$ cat src/dpms_pkg.sv
// Package for the device power mode sequencer: event and result transaction
// types, mode, link, event and register codes, and reset values.
// No dependencies.
package dpms_pkg;

  // Operating modes
  localparam logic [2:0] MODE_OFF      = 3'd0;
  localparam logic [2:0] MODE_SLEEP    = 3'd1;
  localparam logic [2:0] MODE_SAMPLING = 3'd2;
  localparam logic [2:0] MODE_WIFI     = 3'd3;
  localparam logic [2:0] MODE_LTE      = 3'd4;
  localparam logic [2:0] MODE_GNSS     = 3'd5;
  localparam logic [2:0] MODE_ALARM    = 3'd6;
  localparam logic [2:0] MODE_CHARGING = 3'd7;

  // Active link kinds
  localparam logic [1:0] LINK_NONE = 2'd0;
  localparam logic [1:0] LINK_WIFI = 2'd1;
  localparam logic [1:0] LINK_PPP  = 2'd2;

  // Event codes (codes not listed change nothing)
  localparam logic [4:0] EV_BOOT        = 5'd0;
  localparam logic [4:0] EV_TIMER_WAKE  = 5'd1;
  localparam logic [4:0] EV_WIFI_UP     = 5'd3;
  localparam logic [4:0] EV_WIFI_DOWN   = 5'd4;
  localparam logic [4:0] EV_WIFI_FAIL   = 5'd5;
  localparam logic [4:0] EV_PPP_UP      = 5'd6;
  localparam logic [4:0] EV_PPP_DOWN    = 5'd7;
  localparam logic [4:0] EV_GPS_FIX     = 5'd10;
  localparam logic [4:0] EV_GPS_TIMEOUT = 5'd11;
  localparam logic [4:0] EV_EMERGENCY   = 5'd12;
  localparam logic [4:0] EV_CLEARED     = 5'd13;
  localparam logic [4:0] EV_CHARGER_ON  = 5'd14;
  localparam logic [4:0] EV_CHARGER_OFF = 5'd15;
  localparam logic [4:0] EV_CLOUD_CMD   = 5'd17;
  localparam logic [4:0] EV_SHUTDOWN    = 5'd18;

  // Configuration register indexes
  localparam logic REG_NORMAL_INTERVAL  = 1'b0;
  localparam logic REG_ANOMALY_INTERVAL = 1'b1;

  // Reset values of the intervals, in seconds
  localparam logic [31:0] NORMAL_INTERVAL_RST  = 32'd900;
  localparam logic [31:0] ANOMALY_INTERVAL_RST = 32'd300;

  typedef struct packed {
    logic [4:0]         event_code;
    logic signed [31:0] event_param;
  } event_t;

  typedef struct packed {
    logic [2:0]  prev_mode;
    logic [2:0]  next_mode;
    logic        transitioned;
    logic [1:0]  link_now;
    logic        emergency_now;
    logic [31:0] interval_now;
    logic        last;
  } result_t;

endpackage

$ cat src/device_power_mode_sequencer_core.sv
// Device power mode sequencer top level: event rules, mode state and a
// two-entry result buffer. Depends on dpms_pkg.
//
// Latency: the first result of an event is valid the cycle after the event
// transaction. Throughput: one event per cycle when it yields one result and
// out_ready holds; an event with two results blocks the input while the
// second waits in a holding register for the output register.
// Reset (synchronous, active high): mode sleep, no link, no emergency,
// intervals 900 / 300 s, report interval 900 s, no results pending.
module device_power_mode_sequencer_core (
  input  logic              clk,
  input  logic              rst,
  // event channel
  input  logic              in_valid,
  output logic              in_ready,
  input  dpms_pkg::event_t  in_data,
  // result channel
  output logic              out_valid,
  input  logic              out_ready,
  output dpms_pkg::result_t out_data,
  // configuration write port
  input  logic              cfg_wr_en,
  input  logic              cfg_index,
  input  logic [31:0]       cfg_data
);

  // Configuration registers
  logic [31:0] normal_interval;
  logic [31:0] anomaly_interval;

  // Sequencer state
  logic [2:0]  current_mode;
  logic [1:0]  link_kind;
  logic        emergency_active;
  logic [31:0] report_interval;

  // Result buffer: output register plus one holding register
  dpms_pkg::result_t out_reg;
  logic              out_vld;
  dpms_pkg::result_t hold_reg;
  logic              hold_vld;

  // Next-state and result logic
  logic              in_fire;
  logic              t1_en;
  logic [2:0]        t1_target;
  logic              tr1;
  logic              tr2;
  logic              rule2_en;
  logic [2:0]        mode1;
  logic [2:0]        mode_next;
  logic [1:0]        link_next;
  logic              emerg_next;
  logic [31:0]       interval_next;
  logic              param_pos;
  dpms_pkg::result_t res_a;
  dpms_pkg::result_t res_b;

  assign in_fire   = in_valid && in_ready;
  assign in_ready  = !hold_vld && (!out_vld || out_ready);
  assign out_valid = out_vld;
  assign out_data  = out_reg;
  assign param_pos = !in_data.event_param[31] && (in_data.event_param != 32'sd0);

  // Per-event rules: first mode target, link, emergency, interval
  always_comb begin
    t1_en         = 1'b0;
    t1_target     = current_mode;
    link_next     = link_kind;
    emerg_next    = emergency_active;
    interval_next = report_interval;
    case (in_data.event_code)
      dpms_pkg::EV_BOOT: begin
        t1_en     = 1'b1;
        t1_target = dpms_pkg::MODE_SAMPLING;
      end
      dpms_pkg::EV_TIMER_WAKE: begin
        t1_en     = (current_mode == dpms_pkg::MODE_SLEEP);
        t1_target = dpms_pkg::MODE_SAMPLING;
      end
      dpms_pkg::EV_WIFI_UP: begin
        link_next = dpms_pkg::LINK_WIFI;
        t1_en     = 1'b1;
        t1_target = dpms_pkg::MODE_WIFI;
      end
      dpms_pkg::EV_WIFI_DOWN: begin
        if (link_kind == dpms_pkg::LINK_WIFI) begin
          link_next = dpms_pkg::LINK_NONE;
        end
        t1_en     = (current_mode == dpms_pkg::MODE_WIFI);
        t1_target = dpms_pkg::MODE_SAMPLING;
      end
      dpms_pkg::EV_WIFI_FAIL: begin
        t1_en     = (link_kind != dpms_pkg::LINK_WIFI);
        t1_target = dpms_pkg::MODE_LTE;
      end
      dpms_pkg::EV_PPP_UP: begin
        link_next = dpms_pkg::LINK_PPP;
        t1_en     = (current_mode != dpms_pkg::MODE_ALARM);
        t1_target = dpms_pkg::MODE_LTE;
      end
      dpms_pkg::EV_PPP_DOWN: begin
        if (link_kind == dpms_pkg::LINK_PPP) begin
          link_next = dpms_pkg::LINK_NONE;
        end
      end
      dpms_pkg::EV_GPS_FIX, dpms_pkg::EV_GPS_TIMEOUT: begin
        t1_en     = (current_mode == dpms_pkg::MODE_GNSS);
        t1_target = dpms_pkg::MODE_SAMPLING;
      end
      dpms_pkg::EV_EMERGENCY: begin
        emerg_next    = 1'b1;
        interval_next = anomaly_interval;
        t1_en         = 1'b1;
        t1_target     = dpms_pkg::MODE_ALARM;
      end
      dpms_pkg::EV_CLEARED: begin
        emerg_next    = 1'b0;
        interval_next = normal_interval;
        t1_en         = 1'b1;
        t1_target     = dpms_pkg::MODE_SAMPLING;
      end
      dpms_pkg::EV_CHARGER_ON: begin
        t1_en     = 1'b1;
        t1_target = dpms_pkg::MODE_CHARGING;
      end
      dpms_pkg::EV_CHARGER_OFF: begin
        t1_en     = 1'b1;
        t1_target = dpms_pkg::MODE_SAMPLING;
      end
      dpms_pkg::EV_CLOUD_CMD: begin
        if (param_pos) begin
          interval_next = in_data.event_param;
        end
      end
      dpms_pkg::EV_SHUTDOWN: begin
        t1_en     = 1'b1;
        t1_target = dpms_pkg::MODE_OFF;
      end
      default: begin
      end
    endcase
  end

  // First transition, then the fall-back to location acquisition
  always_comb begin
    tr1      = t1_en && (t1_target != current_mode);
    mode1    = tr1 ? t1_target : current_mode;
    rule2_en = ((in_data.event_code == dpms_pkg::EV_WIFI_DOWN) ||
                (in_data.event_code == dpms_pkg::EV_WIFI_FAIL)) &&
               (link_next != dpms_pkg::LINK_WIFI) && !emerg_next;
    tr2       = rule2_en && (mode1 != dpms_pkg::MODE_GNSS);
    mode_next = tr2 ? dpms_pkg::MODE_GNSS : mode1;
  end

  // Build the result transactions for this event
  always_comb begin
    res_a.link_now      = link_next;
    res_a.emergency_now = emerg_next;
    res_a.interval_now  = interval_next;
    res_a.prev_mode     = current_mode;
    res_a.next_mode     = mode_next;
    res_a.transitioned  = tr1 || tr2;
    res_a.last          = 1'b1;
    res_b               = res_a;
    if (tr1 && tr2) begin
      res_a.next_mode = mode1;
      res_a.last      = 1'b0;
      res_b.prev_mode = mode1;
    end
  end

  // Configuration writes
  always_ff @(posedge clk) begin
    if (rst) begin
      normal_interval  <= dpms_pkg::NORMAL_INTERVAL_RST;
      anomaly_interval <= dpms_pkg::ANOMALY_INTERVAL_RST;
    end else if (cfg_wr_en) begin
      case (cfg_index)
        dpms_pkg::REG_NORMAL_INTERVAL:  normal_interval  <= cfg_data;
        dpms_pkg::REG_ANOMALY_INTERVAL: anomaly_interval <= cfg_data;
        default: begin
        end
      endcase
    end
  end

  // Sequencer state update on each accepted event
  always_ff @(posedge clk) begin
    if (rst) begin
      current_mode     <= dpms_pkg::MODE_SLEEP;
      link_kind        <= dpms_pkg::LINK_NONE;
      emergency_active <= 1'b0;
      report_interval  <= dpms_pkg::NORMAL_INTERVAL_RST;
    end else if (in_fire) begin
      current_mode     <= mode_next;
      link_kind        <= link_next;
      emergency_active <= emerg_next;
      report_interval  <= interval_next;
    end
  end

  // Result buffer control
  always_ff @(posedge clk) begin
    if (rst) begin
      out_vld  <= 1'b0;
      hold_vld <= 1'b0;
    end else if (in_fire) begin
      out_vld  <= 1'b1;
      hold_vld <= tr1 && tr2;
    end else if (hold_vld && out_ready) begin
      out_vld  <= 1'b1;
      hold_vld <= 1'b0;
    end else if (out_ready) begin
      out_vld  <= 1'b0;
    end
  end

  // Result buffer payload
  always_ff @(posedge clk) begin
    if (in_fire) begin
      out_reg  <= res_a;
      hold_reg <= res_b;
    end else if (hold_vld && out_ready) begin
      out_reg  <= hold_reg;
    end
  end

endmodule
$ cat config.mk
export PLATFORM = sky130hd
export DESIGN_NAME = device_power_mode_sequencer_core
export DESIGN_NICKNAME = d
export VERILOG_FILES = /design/src/dpms_pkg.sv /design/src/device_power_mode_sequencer_core.sv
export SDC_FILE = /design/constraint.sdc
export NUM_CORES = 1
export LEC_CHECK = 0
export BUFFER_PORTS_ARGS = -buffer_cell sky130_fd_sc_hd__buf_2
export CAP_MARGIN = 25
export CORE_MARGIN = 3
export CORE_UTILIZATION = 32
export CTS_CLUSTER_DIAMETER = 150
export DETAILED_ROUTE_END_ITERATION = 8
export HOLD_SLACK_MARGIN = 0.08
export PLACE_DENSITY = 0.61
export SYNTH_ARGS = -nofsm -noshare
export SYNTH_HDL_FRONTEND = slang
export SYNTH_SLANG_ARGS = --single-unit
export TNS_END_PERCENT = 1
$ cat constraint.sdc
create_clock -name clk -period 3.5 [get_ports clk]
set_input_delay 0.7 -clock clk [delete_from_list [all_inputs] [get_ports clk]]
set_output_delay 0.7 -clock clk [all_outputs]
set_load 0.03 [all_outputs]
# Word level (Yosys, flattened, before mapping)
# Index checks and enable logic that the tools add are counted.
dict set report word_totals {
  ff_bits 189
  inputBits 75
  ramBits 0
  elab_cells 92
  latchBits 0
  mem_bits_ro 0
  mem_count 0
  out_inout_bits 45
}
dict set report op_classes {
  n_eq_ne 24
  add_sub_neg 0
  n_div 0
  bitwise 1
  muxes 20
  magnitude_cmp 0
  n_reduce_logical 26
  n_shift 0
  mul 0
}
# cell n
set op_table {}
lappend op_table {{32-bit case mux with 3 select lines} 1}
lappend op_table {{43-bit two-way mux} 2}
lappend op_table {{32-bit two-way mux} 1}
lappend op_table {{32-bit nonzero test} 1}
lappend op_table {{5-bit by 4-bit == test with 1-bit output (second input constant)} 6}
lappend op_table {{5-bit by 3-bit == test with 1-bit output (second input constant)} 4}
lappend op_table {{3-bit case mux with 6 select lines} 1}
lappend op_table {{7-bit OR reduction} 2}
lappend op_table {{3-bit two-way mux} 4}
lappend op_table {{5-bit == test (second input constant)} 2}
lappend op_table {{1-bit logical AND} 9}
lappend op_table {{2-bit case mux with 4 select lines} 1}
lappend op_table {{1-bit two-way mux} 6}
lappend op_table {{3-bit != test (second input constant)} 2}
lappend op_table {{1-bit case mux with 6 select lines} 1}
lappend op_table {{5-bit by 1-bit == test with 1-bit output (second input constant)} 1}
lappend op_table {{5-bit by 2-bit == test with 1-bit output (second input constant)} 1}
lappend op_table {{5-bit zero test} 1}
lappend op_table {{1-bit zero test} 4}
lappend op_table {{2-bit two-way mux} 2}
lappend op_table {{2-bit by 1-bit != test with 1-bit output (second input constant)} 2}
lappend op_table {{2-bit AND reduction} 2}
lappend op_table {{2-bit OR reduction} 2}
lappend op_table {{3-bit by 1-bit == test with 1-bit output (second input constant)} 1}
lappend op_table {{other kinds (10)} 12}

# Logic depth before layout (Yosys ltp)
# Gate-level depths: netlist (run 1).
dict set report depth {
  word_depth 11
  depth_mapped 10
  ltp_nobuf 7
}

# Worst setup path after synthesis (run 1)
# OpenSTA, ideal clock, no wires.
dict set report synth_path {
  path_type {input to register}
  from {input port in_valid}
  to {register out_reg, in the netlist out_data[27], data pin}
  arrival_ps 2521
  stages 5
  path_buffers 1
  required_ps 3161
  setup_slack_ps 640
  path_cell_list {nand2b_1 -> nand2b_1 -> inv_2 -> buf_1 -> a31oi_1}
}
dict set report synth_between {
  elab_chain_len 2
}
# element line_no
set synth_lines {}
lappend synth_lines {{from (decl)} device_power_mode_sequencer_core.sv:14} ;# input logic in_valid,
lappend synth_lines {{1-bit logical AND} device_power_mode_sequencer_core.sv:59} ;# assign in_fire = in_valid && in_ready;
lappend synth_lines {{net in_fire} device_power_mode_sequencer_core.sv:44} ;# logic in_fire;
lappend synth_lines {{43-bit two-way mux} device_power_mode_sequencer_core.sv:221} ;# if (in_fire) begin
lappend synth_lines {{to (signal assigned)} device_power_mode_sequencer_core.sv:222} ;# out_reg <= res_a;
lappend synth_lines {{to (signal assigned)} device_power_mode_sequencer_core.sv:225} ;# out_reg <= hold_reg;
lappend synth_lines {{to (decl)} device_power_mode_sequencer_core.sv:38} ;# dpms_pkg::result_t out_reg;
# The timed path passes the listed nets, and every way through them passes these cells.
# A chain may end at the register's enable or synchronous reset.

# Final worst setup path (run 1)
dict set report layout_path {
  from {input port in_data[5] (netlist name)}
  to {register out_reg, in the netlist out_data[18], data pin}
}
dict set report layout_between {
  elab_chain_len 5
}
# element line_no
set layout_lines {}
lappend layout_lines {{from (decl)} device_power_mode_sequencer_core.sv:16} ;# input dpms_pkg::event_t in_data,
lappend layout_lines {{32-bit nonzero test} device_power_mode_sequencer_core.sv:63} ;# assign param_pos = !in_data.event_param[31] && (in_data.event_param != 32'sd0);
lappend layout_lines {{1-bit logical AND} device_power_mode_sequencer_core.sv:63}
lappend layout_lines {{32-bit two-way mux} device_power_mode_sequencer_core.sv:132} ;# if (param_pos) begin
lappend layout_lines {{32-bit case mux with 3 select lines} device_power_mode_sequencer_core.sv:72} ;# case (in_data.event_code)
lappend layout_lines {{43-bit two-way mux} device_power_mode_sequencer_core.sv:221}
# No other way between the ends.

==> metrics.txt, run 1 <==
share of final-layout standard cells stronger than drive strength 1=20.02%; critical path cell sequence=buf_2 > nor4_1 > nand4_1 > o21a_1 > buf_4 > a222oi_1 > a31oi_1; number of max-slew violations in the final report=0; Synth Flop Type=sky130_fd_sc_hd__dfxtp_1; overflow left after global routing=0; router iterations before antenna repair=7; share of total power in combinational logic=between 10% and 20%; Cell Int Power=3.584 mW; Synth Instances=between 800 and 900; Clock Latency Late Sink=between 400 and 500 ps; CP arrival=between 2000 and 3000 ps; Final min period=approximately 2700 ps; crit start category=input port; gr usage total=about 17%; total via count in the routed design=~6700; fin crit share=approximately 76%; IO Count=120; max FFs per register=43; multi-input gate area in the final layout=0.003093 sq mm; area enclosed by the die boundary=around 0.027 sq mm; number of instances in the placed design=roughly 1300; post-route antenna net violation count=0; number of fill cells=about 2500; starting density of the core=~33%; Yosys cell types=59; Top delay family on crit path=compound AO/OA/AOI/OAI gates; hold-fix buffers at CTS=0; path category of the worst min-delay check=flop to flop; via count of the first global-routing pass=6195; Gates resized, CTS repair=0; async set or reset register ratio after synthesis=0%; area of the placeable core=about 0.025 sq mm; Worst Setup Slack, final=between 800 and 900 ps; critical path start-end classification=input port to flop; Yosys warning count=0; clock buffer count from CTS=17; total power per unit cell area=525.0 mW/mm^2; Largest stage delay, worst path=around 570 ps; CTS sink count=189; Mean Syn Cell Area=9.325 sq um; clock network power share=between 30% and 40%; Leak Pwr=between 3 and 4 nW; max frequency=373.6 MHz; Final Skew=between 10 and 15 ps; count of buffering cells on the critical path with inverters included=2; half-perimeter wire length of the detailed placement result=14840 um; outcome=complete, no violations; post-DR vias/cell=between 5 and 6; largest net degree at the start of global routing=65; count of routing violations after the opening detailed-route iteration=~780; routed length per placed instance=around 18 um; switching share of total power=around 29%; final hold viol count=0; area occupied by registers=~0.0046 sq mm; RSZ-0062 raised after global routing=no; first-pass GRT wire length=34720 um; Post-Place Worst Slack=roughly 360 ps; VDD IR max=~0.21 mV; Max-cap violations=0; number of rows in the core area=57; die height=164.6 um; number of antenna violations at the first check in global routing=3; Final Net Count=1031; cell area after synthesis=between 0.008 and 0.009 sq mm; CTS root buffer=sky130_fd_sc_hd__clkbuf_16; sequential area share after synthesis=57.59%; clock transition at the register clock pins on the worst setup and hold paths after CTS=80 ps; P_sw=between 1 and 1.5 mW; area growth from synthesis to layout=18.66%; headroom to the max-slew limit=between 50% and 60%; die width=164.6 um; number of enable-type register cells in the synthesized netlist=85; setup violation total in the final timing report=0; number of input and output port buffers inserted=between 100 and 150; Remaining DRCs=0; Mapped Nets=938; sequential power share=around 50%; Worst-Margin Slew=691.3 ps; routability cong.=about 0.77; CTS tree=yes; Final Non-Filler Cells=around 1300; post-CTS setup buffer count=0; number of H-tree levels=4; endpoint class of the critical path=flop; cell type of the slowest stage on the worst timing path=sky130_fd_sc_hd__a222oi_1; aggregate negative setup slack=0 ps; CP required=3660 ps; total wire length after detailed routing=approximately 23000 um; number of synthesized register bits=about 190; maximum buffer depth of the clock tree=2; largest driver fanout on the critical path=26
## Yosys cell counts, types with 7 or more instances
cell	n	share of area, %
sky130_fd_sc_hd__nand2_1	215	10
sky130_fd_sc_hd__a21oi_1	95	5.9
sky130_fd_sc_hd__buf_4	7	0.65
sky130_fd_sc_hd__edfxtp_1	85	32
sky130_fd_sc_hd__nor2b_1	11	0.86
sky130_fd_sc_hd__nand3b_1	10	0.93
sky130_fd_sc_hd__dfxtp_1	104	26
sky130_fd_sc_hd__a31oi_1	40	3.1
sky130_fd_sc_hd__nand2b_1	9	0.70
sky130_fd_sc_hd__nor4_1	8	0.62
sky130_fd_sc_hd__clkbuf_1	48	2.2
sky130_fd_sc_hd__nor2_1	107	5.0
sky130_fd_sc_hd__a222oi_1	31	3.9
sky130_fd_sc_hd__o21ai_0	11	0.68
## layer usage
metal  vias up  wire, um  part of all wire (%)  global-route usage [%]
met5         -        21                 0.092                       0
met1      3112     10130                    45                   22.92
met2       260     10310                    45                   26.03
met3        31      1817                   8.0                   3.361
li1       3252         -                     -                       -
met4         4       491                   2.2                   6.176
## worst register-to-register path, cell delays in order (launching register included)
cell and delay [ps]:
sky130_fd_sc_hd__dfxtp_1 640, sky130_fd_sc_hd__or3_1 200, sky130_fd_sc_hd__a21oi_1 60, sky130_fd_sc_hd__o21ai_0 220, sky130_fd_sc_hd__o311ai_0 200, sky130_fd_sc_hd__a31oi_2 500, sky130_fd_sc_hd__and2_4 240, sky130_fd_sc_hd__mux2_2 320
## worst paths after layout
check | from | end | slack, ps | depth (start not counted)
max | in_data[5] | out_data[18]$_DFFE_PP_ | 820 | 7
min | anomaly_interval[28]$_SDFFE_PP0P_ | anomaly_interval[28]$_SDFFE_PP0P_ | 460 | 2
min reg2reg | anomaly_interval[28]$_SDFFE_PP0P_ | anomaly_interval[28]$_SDFFE_PP0P_ | 460 | 2
max reg2reg | current_mode[2]$_SDFFE_PP0P_ | hold_reg[41]$_DFFE_PP_ | 880 | 7
## stage by stage
| step | util, % | area, sq um | total power, mW | hold slack [ps] |
|---|---|---|---|---|
| after floorplan | - | 8048 | 2.885 | 435.3 |
| after global placement | 36.40 | 8930 | 3.076 | 441.3 |
| after detailed placement | 36.40 | 8930 | 3.084 | 446.3 |
| after CTS | 38.90 | 9544 | 5.065 | 457.4 |
| after global routing | 38.91 | 9547 | 5.218 | 476.6 |
| final | 38.92 | 9549 | 5.014 | 456.4 |
## power by group through the flow
stage,clock (mW),sequential (mW),combinational (mW)
finish,1.99,2.49,0.542
global route,2.12,2.50,0.600
CTS,2.03,2.49,0.546
detailed placement,0,2.54,0.546
global placement,0,2.54,0.539
floorplan,0,2.60,0.285
## final cells by class
cell class / instances / area share [%]
Antenna cell: 2 / 0.05241
Clock buffer: 17 / 4.455
Clock inverter: 15 / 1.979
Inverter: 7 / 0.3014
Multi-Input combinational cell: 601 / 32.39
Sequential cell: 189 / 48.53
Tap cell: 324 / 4.245
Timing Repair Buffer: 140 / 8.045
## cells by family after synthesis
| logic type | after synthesis | share of synthesized area, % |
|---|---|---|
| and+or+nand+nor | 389 | 20.71 |
| AOI/OAI and AO/OA | 205 | 16.59 |
| DFF | 189 | 57.59 |
| buffers and inverters | 73 | 4.213 |
| muxes | 5 | 0.6840 |
| xor gates and xnor gates | 2 | 0.2177 |
## cell usage in the layout (no fill, tap or decap), types with 8 or more instances in the layout
cell type | netlist | routed
sky130_fd_sc_hd__nand2_1 | 215 | 214
sky130_fd_sc_hd__buf_2 | 4 | 118
sky130_fd_sc_hd__nor2_1 | 107 | 106
sky130_fd_sc_hd__dfxtp_1 | 104 | 104
sky130_fd_sc_hd__a21oi_1 | 95 | 95
sky130_fd_sc_hd__edfxtp_1 | 85 | 85
sky130_fd_sc_hd__a31oi_1 | 40 | 40
sky130_fd_sc_hd__a222oi_1 | 31 | 31
sky130_fd_sc_hd__buf_4 | 7 | 21
sky130_fd_sc_hd__clkbuf_16 | 0 | 17
sky130_fd_sc_hd__o21ai_0 | 11 | 11
sky130_fd_sc_hd__nor2b_1 | 11 | 10
sky130_fd_sc_hd__nand3b_1 | 10 | 10
sky130_fd_sc_hd__nor4_1 | 8 | 8
sky130_fd_sc_hd__nand2b_1 | 9 | 8
Note: power is estimated with default switching activity, not from simulation.
==> run 2, diff against run 1 <==
==> constraint.sdc (replaced) <==
create_clock -name clk -period 2.7 [get_ports clk]
set_input_delay 0.54 -clock clk [delete_from_list [all_inputs] [get_ports clk]]
set_output_delay 0.54 -clock clk [all_outputs]
set_load 0.03 [all_outputs]
==> run 2 against run 1 <==
Compared with the run above: clock power up 34%; die area stayed put; global-route usage is essentially flat; combinational power is 41% higher.
==> metrics.txt, run 2 (synthesis results as in run 1) <==
routed length per placed instance=17.01 um (-3.3%); crit start category=input port; RSZ-0062 raised after global routing=no; max frequency=between 400 and 500 MHz; post-DR vias/cell=5.129 (-0.25%); Final Net Count=1075 (+4.3%); hold-fix buffers at CTS=0 (unchanged); outcome=complete, no violations; largest driver fanout on the critical path=16 (-38%); Final min period=between 2000 and 2500 ps; gr usage total=16.63% (-0.050 points); final hold viol count=0 (unchanged); Max-cap violations=0 (unchanged); post-route antenna net violation count=0 (unchanged); Worst-Margin Slew=619.2 ps (-72.16 ps); maximum buffer depth of the clock tree=2 (unchanged); number of H-tree levels=4 (unchanged); count of routing violations after the opening detailed-route iteration=609 (-22%); routability cong.=0.8579 (+11%); fin crit share=91.43%; starting density of the core=32.80% (unchanged); total via count in the routed design=6868 (+3.1%); number of input and output port buffers inserted=119 (unchanged); Final Non-Filler Cells=1339 (+3.4%); aggregate negative setup slack=0 ps (unchanged); Worst Setup Slack, final=231.3 ps (-592.2 ps); number of instances in the placed design=1305 (+3.5%); area growth from synthesis to layout=24.27%; area of the placeable core=0.02453 sq mm (unchanged); Leak Pwr=3.980 nW (+6.7%); max FFs per register=43 (unchanged); Post-Place Worst Slack=-156.5 ps (-511.8 ps); clock buffer count from CTS=17 (unchanged); die width=164.6 um (unchanged); most common library cell in the layout ignoring fill and taps=sky130_fd_sc_hd__nand2_1; router iterations before antenna repair=8 (+1); most used cells in the layout excluding fill and tap cells=sky130_fd_sc_hd__nand2_1 (214), sky130_fd_sc_hd__buf_2 (118), sky130_fd_sc_hd__nor2_1 (106); total power=6.643 mW (+32%); count of buffering cells on the critical path with inverters included=3 (+1); total power per unit cell area=664.2 mW/mm^2 (+27%); clock transition at the register clock pins on the worst setup and hold paths after CTS=70 ps (about the same); number of max-slew violations in the final report=0 (unchanged); largest net degree at the start of global routing=46 (-29%); critical path cell sequence=buf_2 > nor4_1 > buf_4 > nand4_1 > o21a_1 > buf_12 > a222oi_1 > a31oi_1; number of antenna violations at the first check in global routing=6 (+3); area enclosed by the die boundary=0.02709 sq mm (unchanged); overflow left after global routing=0 (unchanged); cell type of the slowest stage on the worst timing path=sky130_fd_sc_hd__a222oi_1; Gates resized, CTS repair=0 (unchanged); Largest stage delay, worst path=540 ps (-30 ps); Clock Latency Late Sink=430 ps (about the same); minimum hold slack=344.3 ps (-112.1 ps); half-perimeter wire length of the detailed placement result=15280 um (+3.0%); Final Skew=11.71 ps (-1.290 ps); CTS tree=yes; IO Count=120 (unchanged); post-CTS setup buffer count=0 (unchanged); final instance area=0.01000 sq mm (+4.7%); instance area after placement=0.009360 sq mm (+4.8%); total wire length after detailed routing=22770 um (about the same); final cell utilization of the core=40.76% (+1.8 points); die height=164.6 um (unchanged); CP arrival=2610 ps (-220 ps); endpoint class of the critical path=flop; path category of the worst min-delay check=input port to flop; headroom to the max-slew limit=58.72% (+5.0 points); via count of the first global-routing pass=6296 (+1.6%); CTS root buffer=sky130_fd_sc_hd__clkbuf_16; number of fill cells=2474 (-2.1%); CTS sink count=189 (unchanged); first-pass GRT wire length=34710 um (about the same); critical path start-end classification=input port to flop; setup violation total in the final timing report=0 (unchanged); share of final-layout standard cells stronger than drive strength 1=23.49% (+3.5 points); VDD IR max=0.3194 mV (+50%); number of rows in the core area=57 (unchanged); Remaining DRCs=0 (unchanged); Top delay family on crit path=compound AO/OA/AOI/OAI gates; CP required=2840 ps (-820 ps)
-- run 2: metal layers --
layer	vias up	wire (um)	GRT usage [%]
met5	-	31	0
met2	244	10260	25.54
li1	3351	-	-
met1	3241	10430	23.47
met4	8	309	4.270
met3	24	1744	4.189
-- run 2: layout make-up --
class                           instances  area, sq um  share of cell area [%]
Sequential cell                       189         4634                   46.34
Clock buffer                           17        425.4                   4.254
Tap cell                              324        405.4                   4.054
Inverter                                7        28.78                  0.2878
Multi-Input combinational cell        601         3093                   30.93
Clock inverter                         15        210.2                   2.102
Antenna cell                            2        5.005                 0.05004
Timing Repair Buffer                  184         1199                   11.99
-- run 2: worst paths after layout --
check / cells past startpoint / start / slack (ps) / end
max reg2reg: 7 / current_mode[2]$_SDFFE_PP0P_ / 370 / out_data[36]$_DFFE_PP_
min reg2reg: 2 / anomaly_interval[0]$_SDFFE_PP0P_ / 450 / anomaly_interval[0]$_SDFFE_PP0P_
max: 8 / in_data[25] / 230 / out_data[1]$_DFFE_PP_
min: 3 / cfg_data[8] / 340 / normal_interval[8]$_SDFFE_PP1P_
-- run 2: tightest hold or removal path: stages --
cell                       delay [ps]
sky130_fd_sc_hd__buf_2             90
sky130_fd_sc_hd__nand2_1           50
sky130_fd_sc_hd__nand3b_1          60
-- run 2: where the power goes --
| group | switching (mW) | internal, mW |
|---|---|---|
| clock | 1.23 | 1.43 |
| combinational | 0.499 | 0.267 |
| sequential | 0.0632 | 3.15 |
